--- config.mk ---
export PLATFORM = sky130hd
export DESIGN_NAME = gimbal_gripper_command_dispatch
export DESIGN_NICKNAME = d
export VERILOG_FILES = /design/src/sv/ggcd_pkg.sv /design/src/sv/gimbal_gripper_command_dispatch.sv
export SDC_FILE = /design/constraint.sdc
export NUM_CORES = 1
export LEC_CHECK = 0
export BUFFER_PORTS_ARGS = -buffer_cell sky130_fd_sc_hd__buf_2
export CORE_UTILIZATION = 52
export DETAILED_ROUTE_END_ITERATION = 6
export HOLD_SLACK_MARGIN = 0.05
export PLACE_DENSITY_LB_ADDON = 0.08
export SYNTH_ARGS = -nofsm -noshare
export SYNTH_HDL_FRONTEND = slang
export SYNTH_SLANG_ARGS = --single-unit
--- constraint.sdc ---
create_clock -name clk -period 2.6 [get_ports clk]
set_clock_uncertainty 0.05 [all_clocks]
set_input_delay 0.39 -clock clk [delete_from_list [all_inputs] [get_ports clk]]
set_output_delay 0.39 -clock clk [all_outputs]
set_load 0.02 [all_outputs]
--- src/sv/ggcd_pkg.sv ---
// ----------------------------------------------------------------------------
// ggcd_pkg - gimbal and gripper command dispatch definitions
// Command codes, register indexes, gripper frame constants and helpers.
// ----------------------------------------------------------------------------
package ggcd_pkg;

	localparam int CmdWidth      = 8;
	localparam int MaxPulses     = 64;
	localparam int PulseCntWidth = $clog2(MaxPulses + 1);
	localparam int PulseIdxWidth = $clog2(MaxPulses);
	localparam int FrameLen      = 11;
	localparam int FrameIdxWidth = $clog2(FrameLen);
	localparam int CfgIdxWidth   = 3;
	localparam int CfgDataWidth  = 16;

	// command bytes
	localparam logic [CmdWidth-1:0] CMD_LEFT  = 8'h4C; // L
	localparam logic [CmdWidth-1:0] CMD_RIGHT = 8'h52; // R
	localparam logic [CmdWidth-1:0] CMD_UP    = 8'h55; // U
	localparam logic [CmdWidth-1:0] CMD_DOWN  = 8'h44; // D
	localparam logic [CmdWidth-1:0] CMD_OPEN  = 8'h4F; // O
	localparam logic [CmdWidth-1:0] CMD_CLOSE = 8'h43; // C

	// register indexes
	localparam logic [CfgIdxWidth-1:0] REG_PULSES      = 3'd0;
	localparam logic [CfgIdxWidth-1:0] REG_LOWER_REV   = 3'd1;
	localparam logic [CfgIdxWidth-1:0] REG_UPPER_REV   = 3'd2;
	localparam logic [CfgIdxWidth-1:0] REG_GRIP_ADDR   = 3'd3;
	localparam logic [CfgIdxWidth-1:0] REG_GRIP_SPEED  = 3'd4;
	localparam logic [CfgIdxWidth-1:0] REG_GRIP_CURR   = 3'd5;

	// register reset values
	localparam logic [6:0]  PULSES_RST     = 7'd18;
	localparam logic [7:0]  GRIP_ADDR_RST  = 8'd1;
	localparam logic [15:0] GRIP_SPEED_RST = 16'd1800;
	localparam logic [15:0] GRIP_CURR_RST  = 16'd2000;

	// frame constants
	localparam logic [7:0] FRAME_FUNC = 8'hC6;
	localparam logic [7:0] FRAME_FILL = 8'hFF;
	localparam logic [7:0] FRAME_ZERO = 8'h00;
	localparam logic [7:0] FRAME_END  = 8'h6B;

	localparam logic RESULT_PULSE  = 1'b0;
	localparam logic RESULT_SERIAL = 1'b1;

	typedef enum logic [1:0] {
		GRIP_UNKNOWN = 2'd0,
		GRIP_OPEN    = 2'd1,
		GRIP_CLOSED  = 2'd2
	} grip_pos_t;

	function automatic logic [7:0] frame_byte(
		input logic [FrameIdxWidth-1:0] idx,
		input logic [7:0]               addr,
		input logic                     open,
		input logic [15:0]              speed,
		input logic [15:0]              current
	);
		logic [7:0] b;
		case (idx)
			4'd0:    b = addr;
			4'd1:    b = FRAME_FUNC;
			4'd2:    b = {7'd0, open};
			4'd3:    b = FRAME_FILL;
			4'd4:    b = FRAME_FILL;
			4'd5:    b = speed[15:8];
			4'd6:    b = speed[7:0];
			4'd7:    b = FRAME_ZERO;
			4'd8:    b = current[15:8];
			4'd9:    b = current[7:0];
			4'd10:   b = FRAME_END;
			default: b = FRAME_ZERO;
		endcase
		return b;
	endfunction

endpackage

--- src/sv/gimbal_gripper_command_dispatch.sv ---
// ----------------------------------------------------------------------------
// gimbal_gripper_command_dispatch - command byte to pulse / frame dispatcher
// Decodes one ASCII command per input word and emits step pulses or the
// gripper serial frame as a run of output words.
// ----------------------------------------------------------------------------
//  channel   dir  fields
//  s_*       in   tdata[7:0] command_byte
//  m_*       out  tdata[0] step_direction, tdata[8:1] serial_byte,
//                 tuser[0] result_kind, tuser[1] axis_select, tlast last_of_run
//  cfg_*     in   cfg_index selects register 0..5, cfg_data low bits written
//
// One output word per cycle unless the output stalls. A move emits
// pulses_per_move words (at most 64), a gripper command 11; the command
// register holds the run while a counter walks through it. The next command
// is taken in the cycle that loads the last word of a run, so runs follow
// back to back. Output stalls hold the output register and the counter.
// Reset restores the register defaults and clears the gripper record.
// ----------------------------------------------------------------------------
module gimbal_gripper_command_dispatch (
	input  logic                                 clk,
	input  logic                                 arst_n,
	// command word
	input  logic                                 s_tvalid,
	output logic                                 s_tready,
	input  logic [ggcd_pkg::CmdWidth-1:0]        s_tdata,   // [7:0] command_byte
	// result word
	output logic                                 m_tvalid,
	input  logic                                 m_tready,
	output logic [15:0]                          m_tdata,   // [0] step_direction, [8:1] serial_byte
	output logic [1:0]                           m_tuser,   // [0] result_kind, [1] axis_select
	output logic                                 m_tlast,
	// configuration
	input  logic                                 cfg_we,
	input  logic [ggcd_pkg::CfgIdxWidth-1:0]     cfg_index,
	input  logic [ggcd_pkg::CfgDataWidth-1:0]    cfg_data
);
	import ggcd_pkg::*;

	// configuration registers
	logic [6:0]  pulses_q;
	logic        lower_rev_q;
	logic        upper_rev_q;
	logic [7:0]  grip_addr_q;
	logic [15:0] grip_speed_q;
	logic [15:0] grip_curr_q;
	grip_pos_t   grip_pos_q;

	// command register
	logic                     valid_s1;
	logic                     kind_s1;
	logic                     axis_s1;
	logic                     dir_s1;
	logic [PulseCntWidth-1:0] count_s1;
	logic [PulseIdxWidth-1:0] idx_s1;

	// output register
	logic        m_tvalid_q;
	logic        kind_q;
	logic        axis_q;
	logic        dir_q;
	logic [7:0]  byte_q;
	logic        last_q;

	logic                     out_free;
	logic                     emit;
	logic                     is_last;
	logic                     finish;
	logic                     accept;
	logic [PulseCntWidth-1:0] move_count;
	logic                     dec_valid;
	logic                     dec_kind;
	logic                     dec_axis;
	logic                     dec_dir;
	logic [PulseCntWidth-1:0] dec_count;
	logic                     dec_grip;
	grip_pos_t                dec_pos;
	logic [7:0]               emit_byte;

	always_ff @(posedge clk or negedge arst_n) begin
		if (!arst_n) begin
			pulses_q     <= PULSES_RST;
			lower_rev_q  <= 1'b0;
			upper_rev_q  <= 1'b0;
			grip_addr_q  <= GRIP_ADDR_RST;
			grip_speed_q <= GRIP_SPEED_RST;
			grip_curr_q  <= GRIP_CURR_RST;
		end else if (cfg_we) begin
			case (cfg_index)
				REG_PULSES:     pulses_q     <= cfg_data[6:0];
				REG_LOWER_REV:  lower_rev_q  <= cfg_data[0];
				REG_UPPER_REV:  upper_rev_q  <= cfg_data[0];
				REG_GRIP_ADDR:  grip_addr_q  <= cfg_data[7:0];
				REG_GRIP_SPEED: grip_speed_q <= cfg_data;
				REG_GRIP_CURR:  grip_curr_q  <= cfg_data;
				default: ;
			endcase
		end
	end

	// saturate the pulse count
	assign move_count = (pulses_q > 7'(MaxPulses)) ? PulseCntWidth'(MaxPulses)
		: PulseCntWidth'(pulses_q);

	always_comb begin
		dec_valid = 1'b0;
		dec_kind  = RESULT_PULSE;
		dec_axis  = 1'b0;
		dec_dir   = 1'b0;
		dec_count = move_count;
		dec_grip  = 1'b0;
		dec_pos   = grip_pos_q;
		case (s_tdata)
			CMD_LEFT: begin
				dec_valid = (move_count != '0);
				dec_dir   = lower_rev_q;
			end
			CMD_RIGHT: begin
				dec_valid = (move_count != '0);
				dec_dir   = ~lower_rev_q;
			end
			CMD_UP: begin
				dec_valid = (move_count != '0);
				dec_axis  = 1'b1;
				dec_dir   = upper_rev_q;
			end
			CMD_DOWN: begin
				dec_valid = (move_count != '0);
				dec_axis  = 1'b1;
				dec_dir   = ~upper_rev_q;
			end
			CMD_OPEN: begin
				dec_kind  = RESULT_SERIAL;
				dec_count = PulseCntWidth'(FrameLen);
				dec_dir   = 1'b1;
				dec_valid = (grip_pos_q != GRIP_OPEN);
				dec_grip  = dec_valid;
				dec_pos   = GRIP_OPEN;
			end
			CMD_CLOSE: begin
				dec_kind  = RESULT_SERIAL;
				dec_count = PulseCntWidth'(FrameLen);
				dec_valid = (grip_pos_q != GRIP_CLOSED);
				dec_grip  = dec_valid;
				dec_pos   = GRIP_CLOSED;
			end
			default: ;
		endcase
	end

	assign out_free = !m_tvalid_q || m_tready;
	assign emit     = valid_s1 && out_free;
	assign is_last  = ({1'b0, idx_s1} + 1'b1) == count_s1;
	assign finish   = emit && is_last;
	assign s_tready = !valid_s1 || finish;
	assign accept   = s_tvalid && s_tready;

	// for a frame, dir_s1 carries the open flag
	assign emit_byte = frame_byte(idx_s1[FrameIdxWidth-1:0], grip_addr_q, dir_s1,
		grip_speed_q, grip_curr_q);

	always_ff @(posedge clk or negedge arst_n) begin
		if (!arst_n) begin
			valid_s1   <= 1'b0;
			idx_s1     <= '0;
			grip_pos_q <= GRIP_UNKNOWN;
		end else begin
			if (accept) begin
				valid_s1 <= dec_valid;
				idx_s1   <= '0;
				if (dec_grip) begin
					grip_pos_q <= dec_pos;
				end
			end else if (finish) begin
				valid_s1 <= 1'b0;
			end else if (emit) begin
				idx_s1 <= idx_s1 + 1'b1;
			end
		end
	end

	always_ff @(posedge clk) begin
		if (accept) begin
			kind_s1  <= dec_kind;
			axis_s1  <= dec_axis;
			dir_s1   <= dec_dir;
			count_s1 <= dec_count;
		end
	end

	always_ff @(posedge clk or negedge arst_n) begin
		if (!arst_n) begin
			m_tvalid_q <= 1'b0;
		end else if (out_free) begin
			m_tvalid_q <= valid_s1;
		end
	end

	always_ff @(posedge clk) begin
		if (emit) begin
			kind_q <= kind_s1;
			last_q <= is_last;
			if (kind_s1 == RESULT_SERIAL) begin
				axis_q <= 1'b0;
				dir_q  <= 1'b0;
				byte_q <= emit_byte;
			end else begin
				axis_q <= axis_s1;
				dir_q  <= dir_s1;
				byte_q <= '0;
			end
		end
	end

	assign m_tvalid = m_tvalid_q;
	assign m_tdata  = {7'd0, byte_q, dir_q};
	assign m_tuser  = {axis_q, kind_q};
	assign m_tlast  = last_q;

	// a run in progress blocks new commands
	a_busy_blocks: assert property (@(posedge clk) disable iff (!arst_n)
		valid_s1 && !finish |-> !s_tready)
		else $error("command taken while a run is in progress");

	// counter stays inside the run
	a_idx_range: assert property (@(posedge clk) disable iff (!arst_n)
		valid_s1 |-> ({1'b0, idx_s1} < count_s1))
		else $error("run index beyond its count");

	// a frame ends with the end marker
	a_frame_end: assert property (@(posedge clk) disable iff (!arst_n)
		m_tvalid && m_tuser[0] && m_tlast |-> m_tdata[8:1] == FRAME_END)
		else $error("gripper frame ends with a wrong byte");

	// the gripper record moves only when a frame is started
	a_grip_change: assert property (@(posedge clk) disable iff (!arst_n)
		!accept |=> $stable(grip_pos_q))
		else $error("gripper record changed without a command");

	// a loaded frame word never carries axis or direction
	a_serial_clean: assert property (@(posedge clk) disable iff (!arst_n)
		m_tvalid && m_tuser[0] |-> !m_tuser[1] && !m_tdata[0])
		else $error("serial word carries pulse fields");

endmodule
# Word-level counts from Yosys, hierarchy flattened
# Index checks and enable logic that the tools add are counted.
[word_totals]
register_bits = 81
inputBits = 32
wordCells = 86
[op_classes]
add_sub_neg = 2
n_lt_le_gt_ge = 1
eq_ne = 24
muxes = 13
bitwise_logic = 2
reduce_logical = 25
[ops]
columns = ["cell", "count"]
rows = [
  ["one-hot mux 8 bit (9 select lines)", 1],
  ["equality test 8 x 7 -> 1 bit (second input constant)", 6],
  ["two-way mux 6 bit", 3],
  ["AND reduction 2 bit", 7],
  ["equality test 4 x 3 -> 1 bit (second input constant)", 3],
  ["equality test 4 bit (second input constant)", 3],
  ["equality test 4 x 2 -> 1 bit (second input constant)", 2],
  ["adder 6 x 1 -> 7 bit (second input constant)", 1],
  ["equality test 7 bit", 1],
  ["greater-than comparator 7 bit (second input constant)", 1],
  ["two-way mux 7 bit", 1],
  ["nonzero test 7 bit", 1],
  ["adder 6 x 1 -> 6 bit (second input constant)", 1],
  ["equality test 3 x 2 -> 1 bit (second input constant)", 2],
  ["equality test 3 bit (second input constant)", 2],
  ["nonzero test 2 bit", 3],
  ["OR reduction 2 bit", 3],
  ["one-hot mux 1 bit (5 select lines)", 1],
  ["equality test 4 x 1 -> 1 bit (second input constant)", 1],
  ["logical NOT 4 bit", 1],
  ["two-way mux 1 bit", 4],
  ["!= test 2 x 1 -> 1 bit (second input constant)", 2],
  ["one-hot mux 2 bit (2 select lines)", 1],
  ["OR reduction 4 bit", 1],
  ["other kinds (10)", 15],
]

# Longest topological paths before layout
[depth]
word_depth = 8
depth_mapped = 9

# Worst setup path before layout
# Ideal clock, no wire load.
[synth_timing]
path_kind = "flip-flop to flip-flop"
startpoint = "reg idx_s1[0]"
endpoint = "reg axis_s1, enable pin"
setup_time_ps = 343
arrival_ps = 2422
t_required_ps = 2207
path_slack_ps = -216
stages_incl_launch_ff = 7
path_cell_list = "dfrtp_1 > ha_1 > nor2b_1 > o311a_1 > or4_4 > o21ai_2 > and2_1"
[synth_between]
elab_chain_len = 5
[synth_lines]
columns = ["element", "line_no", "text"]
rows = [
  ["start: declaration", "gimbal_gripper_command_dispatch.sv:54", "logic [PulseIdxWidth-1:0] idx_s1;"],
  ["start signal: assignment", "gimbal_gripper_command_dispatch.sv:176", "idx_s1 <= idx_s1 + 1'b1;"],
  ["adder 6 x 1 -> 7 bit", "gimbal_gripper_command_dispatch.sv:152", "assign is_last = ({1'b0, idx_s1} + 1'b1) == count_s1;"],
  ["equality test 7 bit", "gimbal_gripper_command_dispatch.sv:152", ""],
  ["logical AND 1 bit", "gimbal_gripper_command_dispatch.sv:153", "assign finish = emit && is_last;"],
  ["logical OR 1 bit", "gimbal_gripper_command_dispatch.sv:154", "assign s_tready = !valid_s1 || finish;"],
  ["via s_tready", "gimbal_gripper_command_dispatch.sv:24", "output logic s_tready,"],
  ["logical AND 1 bit", "gimbal_gripper_command_dispatch.sv:155", "assign accept = s_tvalid && s_tready;"],
  ["via accept", "gimbal_gripper_command_dispatch.sv:68", "logic accept;"],
  ["end signal: assignment", "gimbal_gripper_command_dispatch.sv:184", "axis_s1 <= dec_axis;"],
  ["end: declaration", "gimbal_gripper_command_dispatch.sv:51", "logic axis_s1;"],
]
# The timed path passes the listed nets, and every way through them passes these cells.
# A chain may end at the register's enable or synchronous reset.

# Final worst setup path
[layout_timing]
startpoint = "reg idx_s1[0]"
endpoint = "out s_tready"
[layout_between]
elab_chain_len = 4
[layout_lines]
columns = ["element", "line_no"]
rows = [
  ["adder 6 x 1 -> 7 bit", "gimbal_gripper_command_dispatch.sv:152"],
  ["equality test 7 bit", "gimbal_gripper_command_dispatch.sv:152"],
  ["logical AND 1 bit", "gimbal_gripper_command_dispatch.sv:153"],
  ["logical OR 1 bit", "gimbal_gripper_command_dispatch.sv:154"],
  ["end: declaration", "gimbal_gripper_command_dispatch.sv:24"],
]
# Every way passes these cells.

==> impl_metrics.json <==
{
  "std_cell_rows": 32,
  "multi_input_area_um2": 1910,
  "power_mw": 4.01,
  "holdPathStages": 2,
  "regArea_um2": 2160,
  "path_clk_slew_ns": 0.09,
  "grt_pass1_vias": 2858,
  "rsz0062_at_grt": "true",
  "place_congestion": 0.853,
  "violations": "negative setup slack",
  "antenna_left": 0,
  "min_to": "grip_speed_q[13]",
  "r2r_slack_ns": -0.02,
  "hp-class": "input port to flip-flop",
  "gr-total-overflow": 0,
  "dieArea_um2": 8340,
  "fin_ws_ns": -0.206,
  "timing.final.crit_share_pct": 108,
  "fin_cells": 510,
  "syn2layout_area_growth_pct": 15.6,
  "criticalPathCategory": "flip-flop to output pin",
  "wl_per_cell_um": 17.7,
  "firstDrtPassIters": 4,
  "path_max_fanout": 5,
  "grt_max_degree": 36,
  "start_util_pct": 53.7,
  "boundaryPins": 53,
  "yosys-top-cells-count": "mux2_2, dfrtp_1, a21oi_1",
  "grt_pass1_wl_mm": 14.8,
  "hold_violations": 0,
  "powerDensity_nw_per_um2": 836,
  "reg2regPathDepth": 9,
  "antenna_found_initial": 0,
  "end_kind": "output pin",
  "reg2reg_from": "idx_s1[0]",
  "slew_viol_final": 0,
  "maxCapViolCount": 0,
  "dp_hpwl_mm": 6.02,
  "cts_sinks": 81,
  "ys_ff_latch": 81,
  "vias": 2957,
  "core_um2": 7730,
  "synth_area_leader_cell": "dfrtp_1",
  "via_per_inst": 5.80,
  "cts_tree": "done",
  "design_area_um2": 4790,
  "netlist_instances": 351,
  "cts_max_path_buffers": 2,
  "cp-start-kind": "flip-flop",
  "syn-cell-area_um2": 4150,
  "yosys_most_used_dff": "dfrtp_1",
  "yosysTopAreaCellShare_pct": 27.8,
  "place_area_um2": 4460,
  "timing.rr.end": "count_s1[3]",
  "ys_types": 59,
  "clk_latency_ns": 0.36,
  "crit_required_ns": 2.16,
  "async_flop_share_pct": 72.8,
  "ir_drop_mv": 0.379,
  "grt.total_usage_pct": 23.5,
  "max_freq_mhz": 356,
  "yosysSeqAreaShare_pct": 51.9,
  "leakagePower_nw": 2.00,
  "status": "finished, violations left",
  "nets": 439,
  "min_from": "cfg_data[13]",
  "htree_levels": 3,
  "first_iter_violations": 198,
  "pre_cts_ws_ns": 0.0992,
  "cts_made_buffers": 9,
  "synth_edf_count": 22,
  "cts_root_buf": "clkbuf_8",
  "die_height_um": 91.3,
  "worstMarginPinSlew_ns": 0.862,
  "drc": 0,
  "place_inst": 487,
  "arrival_ns": 2.37,
  "synth_area_leaders": "dfrtp_1, edfxtp_1, mux2_2",
  "slew_headroom_pct": 42.3,
  "io_buffers": 45,
  "tns_ns": -0.359,
  "final_period_minus_worst_setup_slack_ns": 2.81,
  "die_w_um": 91.3,
  "ys_warn_count": 0,
  "setup_violations": 11,
  "antennaDiodeCount": 0,
  "avgSynthCellArea_um2": 11.8,
  "drive_above_1_share_pct": 40.4,
  "synth.most_common_cell": "mux2_2",
  "postRouteWirelength_mm": 9.04,
  "fillers": 650
}
[critical path, cell delays in order (launching register included)]
cell and delay, ns:
dfrtp_2 0.46, buf_6 0.14, and4_4 0.25, and3_4 0.21, o2111ai_4 0.11, or4_4 0.52, o21ai_4 0.18, buf_6 0.13
[layout by cell type (no fill, tap or decap), types with 7 or more instances in the layout]
master and instances:
dfstp_2 13, nor2b_1 8, clkbuf_8 9, edfxtp_1 22
a22o_1 11, buf_4 14, conb_1 7, dfrtp_1 42
nor3_1 7, buf_2 44, o21ai_0 8, nand3_1 10
nand2_1 16, mux2_2 49, a21o_1 7, a21oi_1 27
nor2_1 13
[layer usage]
metal | vias up | GRT usage [%] | share of wire [%]
li1 | 1392 | - | -
met1 | 1475 | 32.3 | 47
met2 | 79 | 36.4 | 46
met3 | 11 | 5.28 | 4.7
met4 | 0 | 8.99 | 1.6
met5 | - | 0 | 0
[per-stage QoR]
stage | utilization (%) | hold slack, ns
5_1_grt | 62.0 | 0.205
3_3_place_gp | 57.7 | 0.386
2_1_floorplan | - | 0.0444
6_report | 62.0 | 0.211
4_1_cts | 61.3 | 0.199
3_5_place_dp | 57.7 | 0.395
[worst max-delay path by stage]
stage               startpoint        to  slack [ns]  cells after the start
floorplan            idx_s1[0]   axis_s1       0.003                      6
global placement     idx_s1[1]  s_tready        0.14                      6
detailed placement   idx_s1[1]  s_tready         0.1                      7
CTS                  idx_s1[0]  s_tready       -0.13                      6
global route         idx_s1[0]  s_tready       -0.27                      7
finish               idx_s1[0]  s_tready       -0.21                      7
[power breakdown]
group / leakage (nW) / switching (mW) / internal, mW / total [mW]
Sequential: 0.907 / 0.199 / 1.69 / 1.89
Combinational: 0.995 / 0.699 / 0.558 / 1.26
Clock: 0.0950 / 0.503 / 0.365 / 0.868
Total: 2.00 / 1.40 / 2.61 / 4.01
[layout make-up]
type	instances	area share [%]
Tap cell	102	2.66
Clock inverter	7	1.33
Timing Repair Buffer	62	7.88
Sequential cell	81	45.0
Inverter	7	0.705
Clock buffer	9	2.58
Multi-Input combinational cell	242	39.8
[sequential cells by signal (all words and copies together) (netlist names), 2 cells and up]
register,cells
pulses_q,7
grip_curr_q,16
grip_pos_q,2
byte_q,8
count_s1,7
grip_speed_q,16
grip_addr_q,8
idx_s1,6
[kinds of logic after synthesis]
logic type      Yosys count  synth area share (%)
simple gates             89                  12.4
flops                    81                  51.9
compound gates           80                  13.4
mux                      53                  14.3
buf+inv                  35                  4.98
xor+xnor                  8                  1.69
fa+ha+maj                 4                  1.21
other cells               1                0.0904
[repair_timing]
action,in CTS,in global routing
resized for setup,15,7
buffers inserted,4,1
endpoints found under the setup margin,1,11
hold buffers,1,0
cloned,0,1
hold endpoints to repair,20,0
pin swaps,7,1
(Power assumes the default switching activity.)
